[config.mk]
export PLATFORM = sky130hd
export DESIGN_NAME = mct_front
export DESIGN_NICKNAME = d
export VERILOG_FILES = /design/src/rtl/mct_pkg.sv /design/src/rtl/mct_front.sv
export SDC_FILE = /design/constraint.sdc
export NUM_CORES = 1
export LEC_CHECK = 0
export ABC_AREA = 1
export BUFFER_PORTS_ARGS = -buffer_cell sky130_fd_sc_hd__buf_2
export CELL_PAD_IN_SITES_DETAIL_PLACEMENT = 0
export CELL_PAD_IN_SITES_GLOBAL_PLACEMENT = 1
export CORE_UTILIZATION = 47
export CTS_CLUSTER_SIZE = 28
export DETAILED_ROUTE_END_ITERATION = 12
export HOLD_SLACK_MARGIN = 0.1
export PLACE_DENSITY = 0.81
export SLEW_MARGIN = 0
export SYNTH_ARGS = -nofsm -noshare
export SYNTH_HDL_FRONTEND = slang
export SYNTH_SLANG_ARGS = --single-unit
[constraint.sdc]
create_clock -name i_clk -period 9.7 [get_ports i_clk]
set_clock_uncertainty 0.05 [all_clocks]
set_input_delay 1.455 -clock i_clk [delete_from_list [all_inputs] [get_ports i_clk]]
set_output_delay 1.455 -clock i_clk [all_outputs]
set_load 0.02 [all_outputs]
[src/rtl/mct_pkg.sv]
// Shared types, constants and queue sizes of the 4x4 column transform.
package mct_pkg;

    localparam int QW      = 32;               // Q16.16 word width
    localparam int FRAC    = 16;               // fraction bits
    localparam int DIM     = 4;                // rows and columns of the matrix
    localparam int COLW    = $clog2(DIM);
    localparam int PRODW   = 2 * QW;           // full product width
    localparam int SUMW    = PRODW - FRAC + 2; // four truncated products, added exactly

    // Queue depths must be powers of two: the pointers wrap on their own.
    localparam int QDEPTH  = 4;                // command queue, front to back
    localparam int QPTRW   = $clog2(QDEPTH);
    localparam int QCNTW   = $clog2(QDEPTH + 1);
    localparam int ODEPTH  = 4;                // result queue
    localparam int OPTRW   = $clog2(ODEPTH);
    localparam int OCNTW   = $clog2(ODEPTH + 1);

    localparam logic [QW-1:0] Q_ONE  = QW'(1) << FRAC;
    localparam logic [QW-1:0] Q_MAX  = {1'b0, {(QW-1){1'b1}}};
    localparam logic [QW-1:0] Q_MIN  = {1'b1, {(QW-1){1'b0}}};

    localparam logic OP_LOAD = 1'b0;
    localparam logic OP_MUL  = 1'b1;

    typedef logic [QW-1:0] t_q;

    typedef struct packed {
        logic              op;
        logic [COLW-1:0]   column;
        logic signed [31:0] elem_0;
        logic signed [31:0] elem_1;
        logic signed [31:0] elem_2;
        logic signed [31:0] elem_3;
    } t_in_word;

    typedef struct packed {
        logic [COLW-1:0]    out_column;
        logic signed [31:0] res_0;
        logic signed [31:0] res_1;
        logic signed [31:0] res_2;
        logic signed [31:0] res_3;
        logic               saturated;
    } t_out_word;

    // Classified command as it travels from front to back.
    typedef struct packed {
        logic            is_mul;
        logic [COLW-1:0] column;
        t_q [DIM-1:0]    elem;
    } t_cmd;

    // Front-to-back channel.
    typedef struct packed {
        logic valid;
        t_cmd cmd;
    } t_cmd_chan;

endpackage

[src/rtl/mct_front.sv]
// Front end: accepts input words, classifies them and queues commands for the back end.
module mct_front (
    input  logic                i_clk,
    input  logic                i_rst_n,
    input  logic                push,
    output logic                full,
    input  mct_pkg::t_in_word   i_item,
    output mct_pkg::t_cmd_chan  o_chan,
    input  logic                i_chan_ready
);
    import mct_pkg::*;

    t_cmd              r_q [QDEPTH];
    logic [QPTRW-1:0]  r_wp, n_wp;
    logic [QPTRW-1:0]  r_rp, n_rp;
    logic [QCNTW-1:0]  r_cnt, n_cnt;
    logic              wr, rd;
    t_cmd              cmd_in;

    // Classify the incoming word.
    always_comb begin
        cmd_in.is_mul  = (i_item.op == OP_MUL);
        cmd_in.column  = i_item.column;
        cmd_in.elem[0] = i_item.elem_0;
        cmd_in.elem[1] = i_item.elem_1;
        cmd_in.elem[2] = i_item.elem_2;
        cmd_in.elem[3] = i_item.elem_3;
    end

    assign full         = (r_cnt == QCNTW'(QDEPTH));
    assign wr           = push && !full;
    assign rd           = o_chan.valid && i_chan_ready;
    assign o_chan.valid = (r_cnt != '0);
    assign o_chan.cmd   = r_q[r_rp];

    always_comb begin
        n_wp  = wr ? r_wp + 1'b1 : r_wp;
        n_rp  = rd ? r_rp + 1'b1 : r_rp;
        n_cnt = r_cnt;
        if (wr && !rd) begin
            n_cnt = r_cnt + 1'b1;
        end else if (rd && !wr) begin
            n_cnt = r_cnt - 1'b1;
        end
    end

    always_ff @(posedge i_clk) begin
        if (!i_rst_n) begin
            r_wp  <= '0;
            r_rp  <= '0;
            r_cnt <= '0;
        end else begin
            r_wp  <= n_wp;
            r_rp  <= n_rp;
            r_cnt <= n_cnt;
        end
    end

    always_ff @(posedge i_clk) begin
        if (wr) begin
            r_q[r_wp] <= cmd_in;
        end
    end

endmodule

==> flow_metrics.env, run 1 <==
export IMPL_worstMarginPinSlew_ps=1180
export IMPL_fillers=3280
export IMPL_dieHeight_um=208
export IMPL_path_max_fanout=104
export IMPL_drv_cap=0
export IMPL_cp_required_ps=8200
export IMPL_totalWireLength_mm=41.8
export IMPL_leakage_nw=8.00
export IMPL_synth_top_area_share=0.791
export IMPL_setup_viol=0
export IMPL_worstHoldPathType="reg2reg"
export IMPL_synth_seq_cells=533
export IMPL_slew_headroom=0.213
export IMPL_cts_resized=0
export IMPL_setup_tns_final_ps=0
export IMPL_dieArea_um2=43100
export IMPL_finalCriticalPeriod_ps=4760
export IMPL_grt_setup_unrepaired="false"
export IMPL_mostFrequentLayoutCells="edfxtp_1 (524), nor2_1 (272), buf_2 (267)"
export IMPL_ys_seq_area_frac=0.801
export IMPL_cts_root_buf="clkbuf_16"
export IMPL_start_util=0.481
export IMPL_num_vias=11700
export IMPL_outcome="complete, no violations"
export IMPL_io_pins=268
export IMPL_cts_inserted_buffers=52
export IMPL_port_buffers=267
export IMPL_dpl_hpwl_mm=22.0
export IMPL_drive_gt1_frac=0.216
export IMPL_grt_pass1_vias=11600
export IMPL_r2r_end="r_q[1][113]"
export IMPL_core_rowCount=74
export IMPL_layout_commonest_cell="edfxtp_1"
export IMPL_fmax_ghz=0.210
export IMPL_drcViolationCount=0
export IMPL_core_area_um2=41300
export IMPL_drv_slew=0
export IMPL_syn2layout_area_growth_pct=16.0
export IMPL_power_mw=6.32
export IMPL_cts_sinks=533
export IMPL_critPathKind="reg2out"
export IMPL_clkTransAtPathRegs_ps=60
export IMPL_synth_top_cell_by_area="edfxtp_1"
export IMPL_worstHoldEndpoint="r_rp[0]"
export IMPL_clk_latency_ps=580
export IMPL_rrSetupSlack_ps=6750
export IMPL_fin_nets=1725
export IMPL_synth_warnings=0
export IMPL_overflow=0
export IMPL_avgRoutedWirePerCell_um=19.3
export IMPL_regArea_um2=15900
export IMPL_hold_buffers=0
export IMPL_cp_end_kind="primary output"
export IMPL_min_path_cells=2
export IMPL_synth_nets=1476
export IMPL_synth_cells=1335
export IMPL_initialDrtViolationCount=850
export IMPL_syn_area_per_cell_um2=14.9
export IMPL_drt_first_pass_iters=5
export IMPL_via_per_inst=5.40
export IMPL_ys_types=22
export IMPL_min_from="r_rp[0]"
export IMPL_cts_setup_buffers=0
export IMPL_multi_input_area_um2=3390
export IMPL_antenna_found_initial=7
export IMPL_cts_buffer_depth=3
export IMPL_ant_nets=0
export IMPL_grt_max_degree=186
export IMPL_rr_worst_depth=5
export IMPL_htree_levels=2
export IMPL_grt_use_total=0.193
export IMPL_synthesis_area_um2=19900
export IMPL_arrival_ps=3250
export IMPL_timing_rr_start="r_cnt[0]"
export IMPL_cts_tree="done"
export IMPL_synth_area_top_cells="edfxtp_1 (79%), nor2_1 (5.2%), o21ai_0 (4.8%), o22ai_1 (4.1%), o21ai_1 (1.8%)"
export IMPL_place_gp_congestion=0.734
export IMPL_finalHoldViolCount=0
export IMPL_irDropWorstVdd_mv=0.175
export IMPL_critPathLaunchType="flop"
export IMPL_powerDensity_nw_per_um2=274
export IMPL_grt_pass1_wl_mm=64.7
export IMPL_period_share=0.490
export IMPL_die_x_um=208
## cells by family (layout without fill, tap and decap cells)
| group | Yosys count | in the layout | synth area share |
|---|---|---|---|
| compound gates | 397 | 397 | 0.108 |
| xor+xnor | 1 | 1 | 0.000441 |
| fa+ha+maj | 6 | 6 | 0.00415 |
| buf+inv | 102 | 391 | 0.0304 |
| flops | 533 | 533 | 0.801 |
| other cells | 0 | 5 | 0 |
| simple gates | 296 | 296 | 0.0563 |
## final cells by class
cell class	instances	area share
Sequential cell	533	0.690
Multi-Input combinational cell	700	0.147
Timing Repair Buffer	280	0.0627
Clock buffer	69	0.0601
Tap cell	532	0.0289
Clock inverter	25	0.00738
Inverter	17	0.00331
Antenna cell	5	0.000542
## cell usage after synthesis (all sizes together)
master,instances
nand2,15
nand3b,1
ha,5
buf,52
nor2,276
o22ai,131
a21oi,3
fa,1
nand3,4
edfxtp,524
xor2,1
inv,17
o21ai,263
dfxtp,9
clkbuf,33
## flip-flops by register name (all words and copies together) (netlist names), named ones only
name and cells:
r_q 524, r_cnt 3, r_rp 2, r_wp 2
## metrics by stage
stage	hold WS [ps]	std cells	utilization	area, um2	setup slack, ps
2_1_floorplan	415	1335	-	19900	2020
3_3_place_gp	427	2062	0.521	21500	5620
3_5_place_dp	437	2062	0.521	21500	5570
4_1_cts	454	2156	0.558	23100	4930
5_1_grt	501	2157	0.558	23100	4690
6_report	463	2161	0.559	23100	4940
## how the worst max path moves through the flow
stage | cells after the start | to | from
after global routing | 5 | o_chan[66] | flop
after detailed placement | 5 | o_chan[66] | flop
final | 5 | o_chan[101] | flop
after CTS | 5 | o_chan[66] | flop
after global placement | 5 | o_chan[66] | flop
after floorplan | 2 | r_q[0][0] | push
## metal layers
| layer | wire length (um) | share of wire | GRT usage | vias to the layer above |
|---|---|---|---|---|
| li1 | - | - | - | 5550 |
| met1 | 17700 | 0.42 | 0.252 | 5700 |
| met2 | 20000 | 0.48 | 0.318 | 356 |
| met3 | 3160 | 0.076 | 0.0483 | 60 |
| met4 | 886 | 0.021 | 0.0641 | 8 |
| met5 | 44 | 0.0011 | 0 | - |
## power by group
part | internal (mW) | leakage (nW) | switching [mW]
Sequential | 2.80 | 4.88 | 0.0654
Combinational | 0.441 | 2.37 | 1.17
Clock | 1.05 | 0.753 | 0.796
## worst max-delay path, stage by stage, from the launching register on
cell	delay, ps
dfxtp_4	370
buf_4	630
buf_4	880
o21ai_0	230
o22ai_1	210
buf_2	190
(Power assumes the default switching activity.)
==> run 2, diff against run 1 <==
--- a/config.mk
+++ b/config.mk
@@ -5,15 +5,15 @@
 export SDC_FILE = /design/constraint.sdc
 export NUM_CORES = 1
 export LEC_CHECK = 0
-export ABC_AREA = 1
+export ABC_AREA = 0
 export BUFFER_PORTS_ARGS = -buffer_cell sky130_fd_sc_hd__buf_2
 export CELL_PAD_IN_SITES_DETAIL_PLACEMENT = 0
 export CELL_PAD_IN_SITES_GLOBAL_PLACEMENT = 1
-export CORE_UTILIZATION = 47
+export CORE_UTILIZATION = 45
 export CTS_CLUSTER_SIZE = 28
 export DETAILED_ROUTE_END_ITERATION = 12
 export HOLD_SLACK_MARGIN = 0.1
-export PLACE_DENSITY = 0.81
+export PLACE_DENSITY = 0.78
 export SLEW_MARGIN = 0
 export SYNTH_ARGS = -nofsm -noshare
 export SYNTH_HDL_FRONTEND = slang
==> constraint.sdc (replaced) <==
create_clock -name i_clk -period 3.86 [get_ports i_clk]
set_clock_uncertainty 0.05 [all_clocks]
set_input_delay 0.579 -clock i_clk [delete_from_list [all_inputs] [get_ports i_clk]]
set_output_delay 0.579 -clock i_clk [all_outputs]
set_load 0.02 [all_outputs]
==> run 2 against run 1 <==
  * Utilization shrank 1.2 points
  * Cell count fell by 25%
  * Cell area rose by 0.11%
  * Count of clock-buffer cells in the layout fell by 8
  * Largest cell class unchanged
  * Largest power group unchanged
==> flow_metrics.env, run 2 <==
export IMPL_outcome="complete, no violations"
export IMPL_drcViolationCount=0
export IMPL_met2_usage=0.276
export IMPL_drive_gt1_frac=0.455
export IMPL_slew_headroom=0.561
export IMPL_p_switching_mw=4.55
export IMPL_clkTransAtPathRegs_ps=60
export IMPL_ys_types=22
export IMPL_syn_area_per_cell_um2=26.4
export IMPL_yosysMostFrequentCell="edfxtp_1"
export IMPL_cts_tree="done"
export IMPL_leakage_nw=7.69
export IMPL_synth_commonest_cells="edfxtp_1 (524), mux4_2 (131), buf_2 (14)"
export IMPL_fin_nets=1187
export IMPL_core_rowCount=75
export IMPL_pre_cts_ws_ps=1190
export IMPL_postLayoutSetupSlackWorst_ps=694
export IMPL_antenna_cells=0
export IMPL_syn2layout_area_growth_pct=19.2
export IMPL_cts_sinks=533
export IMPL_cp_end_kind="primary output"
export IMPL_synthArstFlopShare=0
export IMPL_synth_area_top_cells="edfxtp_1 (81%), mux4_2 (15%), dfxtp_1 (0.93%), buf_6 (0.58%), buf_2 (0.36%)"
export IMPL_cts_root_buf="clkbuf_16"
export IMPL_ys_flop_type="edfxtp_1"
export IMPL_max_stage_delay_ps=750
export IMPL_critPathKind="reg2out"
export IMPL_irDropWorstVdd_mv=0.508
export IMPL_num_vias=8679
export IMPL_setup_viol=0
export IMPL_comb_power_share=0.250
export IMPL_initialDrtViolationCount=527
export IMPL_dieArea_um2=43900
export IMPL_grt_pass1_wl_mm=55.9
export IMPL_antenna_found_initial=5
export IMPL_powerDensity_nw_per_um2=692
export IMPL_grt_max_degree=83
export IMPL_overflow=0
export IMPL_dieHeight_um=209
export IMPL_drv_cap=0
export IMPL_synth_top_cell_by_area="edfxtp_1"
export IMPL_start_util=0.459
export IMPL_synth_nets=874
export IMPL_fmax_ghz=0.316
export IMPL_intPower_mw=11.4
export IMPL_core_area_um2=42200
export IMPL_worstHoldPathType="in2reg"
export IMPL_htree_levels=2
export IMPL_cts_resized=0
export IMPL_io_pins=268
export IMPL_top_regs="r_q x524, r_cnt x3"
export IMPL_gr_max_usage_layer="met2"
export IMPL_p_seq_frac=0.455
export IMPL_synthesis_area_um2=19400
export IMPL_cp_required_ps=3230
export IMPL_arrival_ps=2540
export IMPL_die_x_um=209
export IMPL_cts_buffer_depth=3
export IMPL_drv_slew=0
export IMPL_avgRoutedWirePerCell_um=22.6
export IMPL_finalCriticalPeriod_ps=3170
export IMPL_clkPwrFrac=0.295
export IMPL_critPathLaunchType="flop"
export IMPL_grt_pass1_vias=9255
export IMPL_grt_use_total=0.171
export IMPL_crit_slowest_cell="dfxtp_4"
export IMPL_period_share=0.820
export IMPL_cts_setup_buffers=0
export IMPL_finalHoldViolCount=0
export IMPL_synth_warnings=0
export IMPL_grtUsageMet1=0.232
export IMPL_hold_buffers=0
export IMPL_largest_reg_flops=524
export IMPL_place_gp_congestion=0.747
export IMPL_synth_top_area_share=0.812
export IMPL_clk_latency_ps=580
export IMPL_synth_cells=733
export IMPL_port_buffers=267
export IMPL_path_cells="buf_4 -> mux4_2 -> buf_2"
export IMPL_setup_tns_final_ps=0
export IMPL_cts_inserted_buffers=52
export IMPL_totalWireLength_mm=36.8
export IMPL_worstMarginPinSlew_ps=659
export IMPL_ant_nets=0
export IMPL_via_per_inst=5.34
export IMPL_mostFrequentLayoutCells="edfxtp_1 (524), buf_2 (267), mux4_2 (131)"
export IMPL_drt_first_pass_iters=5
export IMPL_ys_seq_area_frac=0.821
export IMPL_dpl_hpwl_mm=22.1
export IMPL_synth_seq_cells=533
export IMPL_top_register="r_q"
export IMPL_grt_setup_unrepaired="false"
export IMPL_path_max_fanout=28
export IMPL_synth_edf_count=524
export IMPL_met3_usage=0.0438
export IMPL_p_sw_frac=0.284
export IMPL_layout_commonest_cell="edfxtp_1"
export IMPL_fillers=3203
-- run 2: cell count changes after synthesis, moves of 12 or more --
cell and change:
nor2_1 -276, o21ai_0 -190, o22ai_1 -131, clkbuf_1 -22, buf_2 -14, inv_1 -12
mux4_2 +131, o21ai_1 -72
-- run 2: logic make-up after synthesis --
| group | after synthesis | synth area share |
|---|---|---|
| multiplexers | 134 | 0.154 |
| AO/OA/AOI/OAI | 4 | 0.00149 |
| AND/OR/NAND/NOR | 17 | 0.00504 |
| flip-flops | 533 | 0.821 |
| buffers and inverters | 35 | 0.0121 |
| XOR/XNOR | 4 | 0.00181 |
| adder cells (fa/ha/maj) | 6 | 0.00426 |
-- run 2: path summary, 6_finish.rpt --
| check | startpoint | end | slack, ps | depth (start not counted) |
|---|---|---|---|---|
| worst min-delay path | i_item[23] | r_q[2][119] | 160 | 1 |
| worst min register to register | r_wp[1] | r_wp[1] | 450 | 2 |
| worst max register to register | r_cnt[0] | r_cnt[2] | 1190 | 8 |
| worst max-delay path | flop | o_chan[50] | 690 | 3 |
-- run 2: power groups by stage --
stage                     combinational [mW]  clock [mW]  sequential, mW
final                                   4.00        4.71            7.27
after global placement                  4.05           0            7.38
after floorplan                         2.87           0            7.26
after CTS                               4.09        4.85            7.30
after global routing                    4.26        5.06            7.34
after detailed placement                4.07           0            7.42
-- run 2: final cells by class --
| type | count | area (um2) | share of cell area |
|---|---|---|---|
| Clock inverter | 34 | 231 | 0.0100 |
| Clock buffer | 61 | 1360 | 0.0587 |
| Tap cell | 539 | 674 | 0.0292 |
| Timing Repair Buffer | 291 | 1670 | 0.0722 |
| Multi-Input combinational cell | 165 | 3230 | 0.140 |
| Inverter | 3 | 11.3 | 0.000488 |
| Sequential cell | 533 | 15900 | 0.689 |
-- run 2: stage by stage --
stage | cell area (um2) | util | hold WS [ps] | total power [mW] | instances
after floorplan | 19400 | - | 418 | 10.1 | 733
after global placement | 21500 | 0.509 | 437 | 11.4 | 1531
after detailed placement | 21500 | 0.509 | 452 | 11.5 | 1531
after CTS | 23100 | 0.547 | 117 | 16.2 | 1626
after global routing | 23100 | 0.547 | 127 | 16.7 | 1626
final | 23100 | 0.547 | 157 | 16.0 | 1626
-- run 2: routing by layer --
layer,vias up,routed length (um)
li1,3796,-
met1,4517,15300
met2,290,18000
met3,66,2640
met4,10,705
met5,-,78
-- run 2: worst max-delay path: cells and delay by family (launching register included) --
kind     cells  cell delay [ps]
buf+inv      2              580
mux          1              590
flops        1              750
==> run 3, diff against run 2 <==
--- a/config.mk
+++ b/config.mk
@@ -5,15 +5,15 @@
 export SDC_FILE = /design/constraint.sdc
 export NUM_CORES = 1
 export LEC_CHECK = 0
-export ABC_AREA = 0
+export ABC_AREA = 1
 export BUFFER_PORTS_ARGS = -buffer_cell sky130_fd_sc_hd__buf_2
 export CELL_PAD_IN_SITES_DETAIL_PLACEMENT = 0
 export CELL_PAD_IN_SITES_GLOBAL_PLACEMENT = 1
-export CORE_UTILIZATION = 45
+export CORE_UTILIZATION = 43
 export CTS_CLUSTER_SIZE = 28
 export DETAILED_ROUTE_END_ITERATION = 12
 export HOLD_SLACK_MARGIN = 0.1
-export PLACE_DENSITY = 0.78
+export PLACE_DENSITY = 0.79
 export SLEW_MARGIN = 0
 export SYNTH_ARGS = -nofsm -noshare
 export SYNTH_HDL_FRONTEND = slang
==> constraint.sdc (replaced) <==
create_clock -name i_clk -period 2.6 [get_ports i_clk]
set_clock_uncertainty 0.05 [all_clocks]
set_input_delay 0.39 -clock i_clk [delete_from_list [all_inputs] [get_ports i_clk]]
set_output_delay 0.39 -clock i_clk [all_outputs]
set_load 0.02 [all_outputs]
==> run 3 against run 2 <==
  * Routed wire length increased by 34%
  * Cell area increased by 9.6%
  * Setup slack got worse by 610 ps
  * Worst hold slack improved by 300 ps
  * Combinational power increased by 75%
  * Sequential power increased by 47%
  * Global-route usage increased by 2.7 points
  * Via count increased by 46%
  * Non-clock buffer count increased by 155
==> flow_metrics.env, run 3 (synthesis gave the netlist of run 1 again) <==
export IMPL_outcome="complete, no violations"
export IMPL_worstMarginPinSlew_ps=527
export IMPL_arrival_ps=2080
export IMPL_avgRoutedWirePerCell_um=20.4
export IMPL_critPathKind="reg2out"
export IMPL_htree_levels=2
export IMPL_p_sw_frac=0.330
export IMPL_drcViolationCount=0
export IMPL_finalHoldViolCount=0
export IMPL_grt_pass1_wl_mm=71.0
export IMPL_num_vias=12700
export IMPL_drive_gt1_frac=0.227
export IMPL_path_buf_inv=2
export IMPL_largest_reg_flops=524
export IMPL_rrSetupSlack_ps=560
export IMPL_cts_buffer_depth=3
export IMPL_grt_pass1_vias=12700
export IMPL_start_util=0.437
export IMPL_initialDrtViolationCount=906
export IMPL_postLayoutSetupSlackWorst_ps=80.1
export IMPL_clk_latency_ps=600
export IMPL_finalNonFillerCells=2402
export IMPL_die_x_um=217
export IMPL_place_gp_congestion=0.773
export IMPL_core_rowCount=78
export IMPL_placed_cells=2147
export IMPL_worstHoldPathType="reg2reg"
export IMPL_top_register="r_q"
export IMPL_rr_worst_depth=9
export IMPL_cts_root_buf="clkbuf_16"
export IMPL_slew_headroom=0.648
export IMPL_setup_tns_final_ps=0
export IMPL_min_path_cells=2
export IMPL_fmax_ghz=0.397
export IMPL_crit_slowest_cell="dfxtp_4"
export IMPL_totalWireLength_mm=49.1
export IMPL_path_delay_family="buffers and inverters"
export IMPL_r2r_end="r_cnt[1]"
export IMPL_cts_inserted_buffers=55
export IMPL_power_mw=25.0
export IMPL_finalCriticalPeriod_ps=2520
export IMPL_clkPwrFrac=0.294
export IMPL_port_buffers=267
export IMPL_grt_use_total=0.198
export IMPL_cts_tree="done"
export IMPL_clkTransAtPathRegs_ps=60
export IMPL_ant_nets=0
export IMPL_syn2layout_area_growth_pct=27.4
export IMPL_dieHeight_um=217
export IMPL_crit_cells=4
export IMPL_drv_cap=0
export IMPL_grt_max_degree=74
export IMPL_path_cells="buf_8 -> o21ai_0 -> o22ai_1 -> buf_2"
export IMPL_grt_setup_unrepaired="true"
export IMPL_critPathLaunchType="flop"
export IMPL_powerDensity_nw_per_um2=989
export IMPL_pre_cts_ws_ps=468
export IMPL_max_stage_delay_ps=470
export IMPL_setup_viol=0
export IMPL_period_share=0.969
export IMPL_cts_sinks=533
export IMPL_antenna_found_initial=4
export IMPL_timing_rr_start="r_cnt[1]"
export IMPL_fin_nets=1895
export IMPL_comb_power_share=0.280
export IMPL_layout_commonest_cell="edfxtp_1"
export IMPL_top_regs="r_q x524, r_cnt x3"
export IMPL_io_pins=268
export IMPL_mostFrequentLayoutCells="edfxtp_1 (524), nor2_1 (271), buf_2 (267)"
export IMPL_path_max_fanout=54
export IMPL_drt_first_pass_iters=6
export IMPL_cp_end_kind="primary output"
export IMPL_overflow=0
export IMPL_intPower_mw=16.8
export IMPL_core_area_um2=45500
export IMPL_hold_slack_ps=459
export IMPL_worstSetupEndpoint="o_chan[17]"
export IMPL_stdcell_area_um2=25300
export IMPL_irDropWorstVdd_mv=0.745
export IMPL_cp_required_ps=2160
export IMPL_leakage_nw=8.94
export IMPL_via_per_inst=5.28
export IMPL_p_switching_mw=8.26
export IMPL_drv_slew=0
export IMPL_dpl_hpwl_mm=25.1
export IMPL_post_route_util=0.557
export IMPL_p_seq_frac=0.426
export IMPL_dieArea_um2=47100
export IMPL_place_area_um2=22000
## run 3: cell count changes in the layout (fill, tap and decap cells not counted), moves of 8 or more
cell,before,now
nor2_1,0,271
o21ai_0,1,191
dlygate4sd3_1,0,134
mux4_2,131,0
o22ai_1,0,130
o21ai_1,0,72
inv_1,3,15
nand2_1,4,13
clkinv_1,20,12
## run 3: routing by layer
| metal | vias up | wire length [um] | track usage |
|---|---|---|---|
| met2 | 394 | 23800 | 0.331 |
| li1 | 5905 | - | - |
| met3 | 78 | 2880 | 0.0358 |
| met5 | - | 23 | 0 |
| met4 | 4 | 1110 | 0.0711 |
| met1 | 6294 | 21200 | 0.259 |
## run 3: worst min-delay path by stage
stage / endpoint / from
floorplan: flop / r_rp[1]
global placement: r_rp[0] / r_rp[0]
detailed placement: r_rp[0] / r_rp[0]
CTS: r_q[1][56] / i_item[88]
global route: r_q[3][25] / i_item[121]
finish: r_rp[0] / r_rp[0]
## run 3: timing repair
| action | CTS | global route |
|---|---|---|
| gates resized for setup | 7 | 6 |
| endpoints found under the hold margin | 533 | 0 |
| hold buffers | 134 | 0 |
| setup buffers | 2 | 8 |
| setup endpoints to repair | 116 | 71 |
| gates cloned | 1 | 5 |
## run 3: layout make-up
cell class,count,area [um2]
fill,3629,20200
sequential,533,15900
timing repair buffer,446,3420
multi-input combinational,700,3410
clock buffer,66,1440
tap,600,751
clock inverter,37,264
inverter,17,92.6
timing repair inverter,1,11.3
antenna,2,5.00
## run 3: tightest hold or removal path, delay by kind of cell (launching register included)
kind	cells	cell delay, ps
DFF	1	320
and+or+nand+nor	1	80
AOI/OAI and AO/OA	1	60
## run 3: power groups by stage
stage	Clock [mW]	Sequential (mW)	Combinational (mW)
floorplan	0	10.8	4.17
global placement	0	10.8	6.30
detailed placement	0	10.9	6.40
CTS	7.53	10.7	6.74
global route	7.83	10.7	7.55
finish	7.36	10.7	7.01
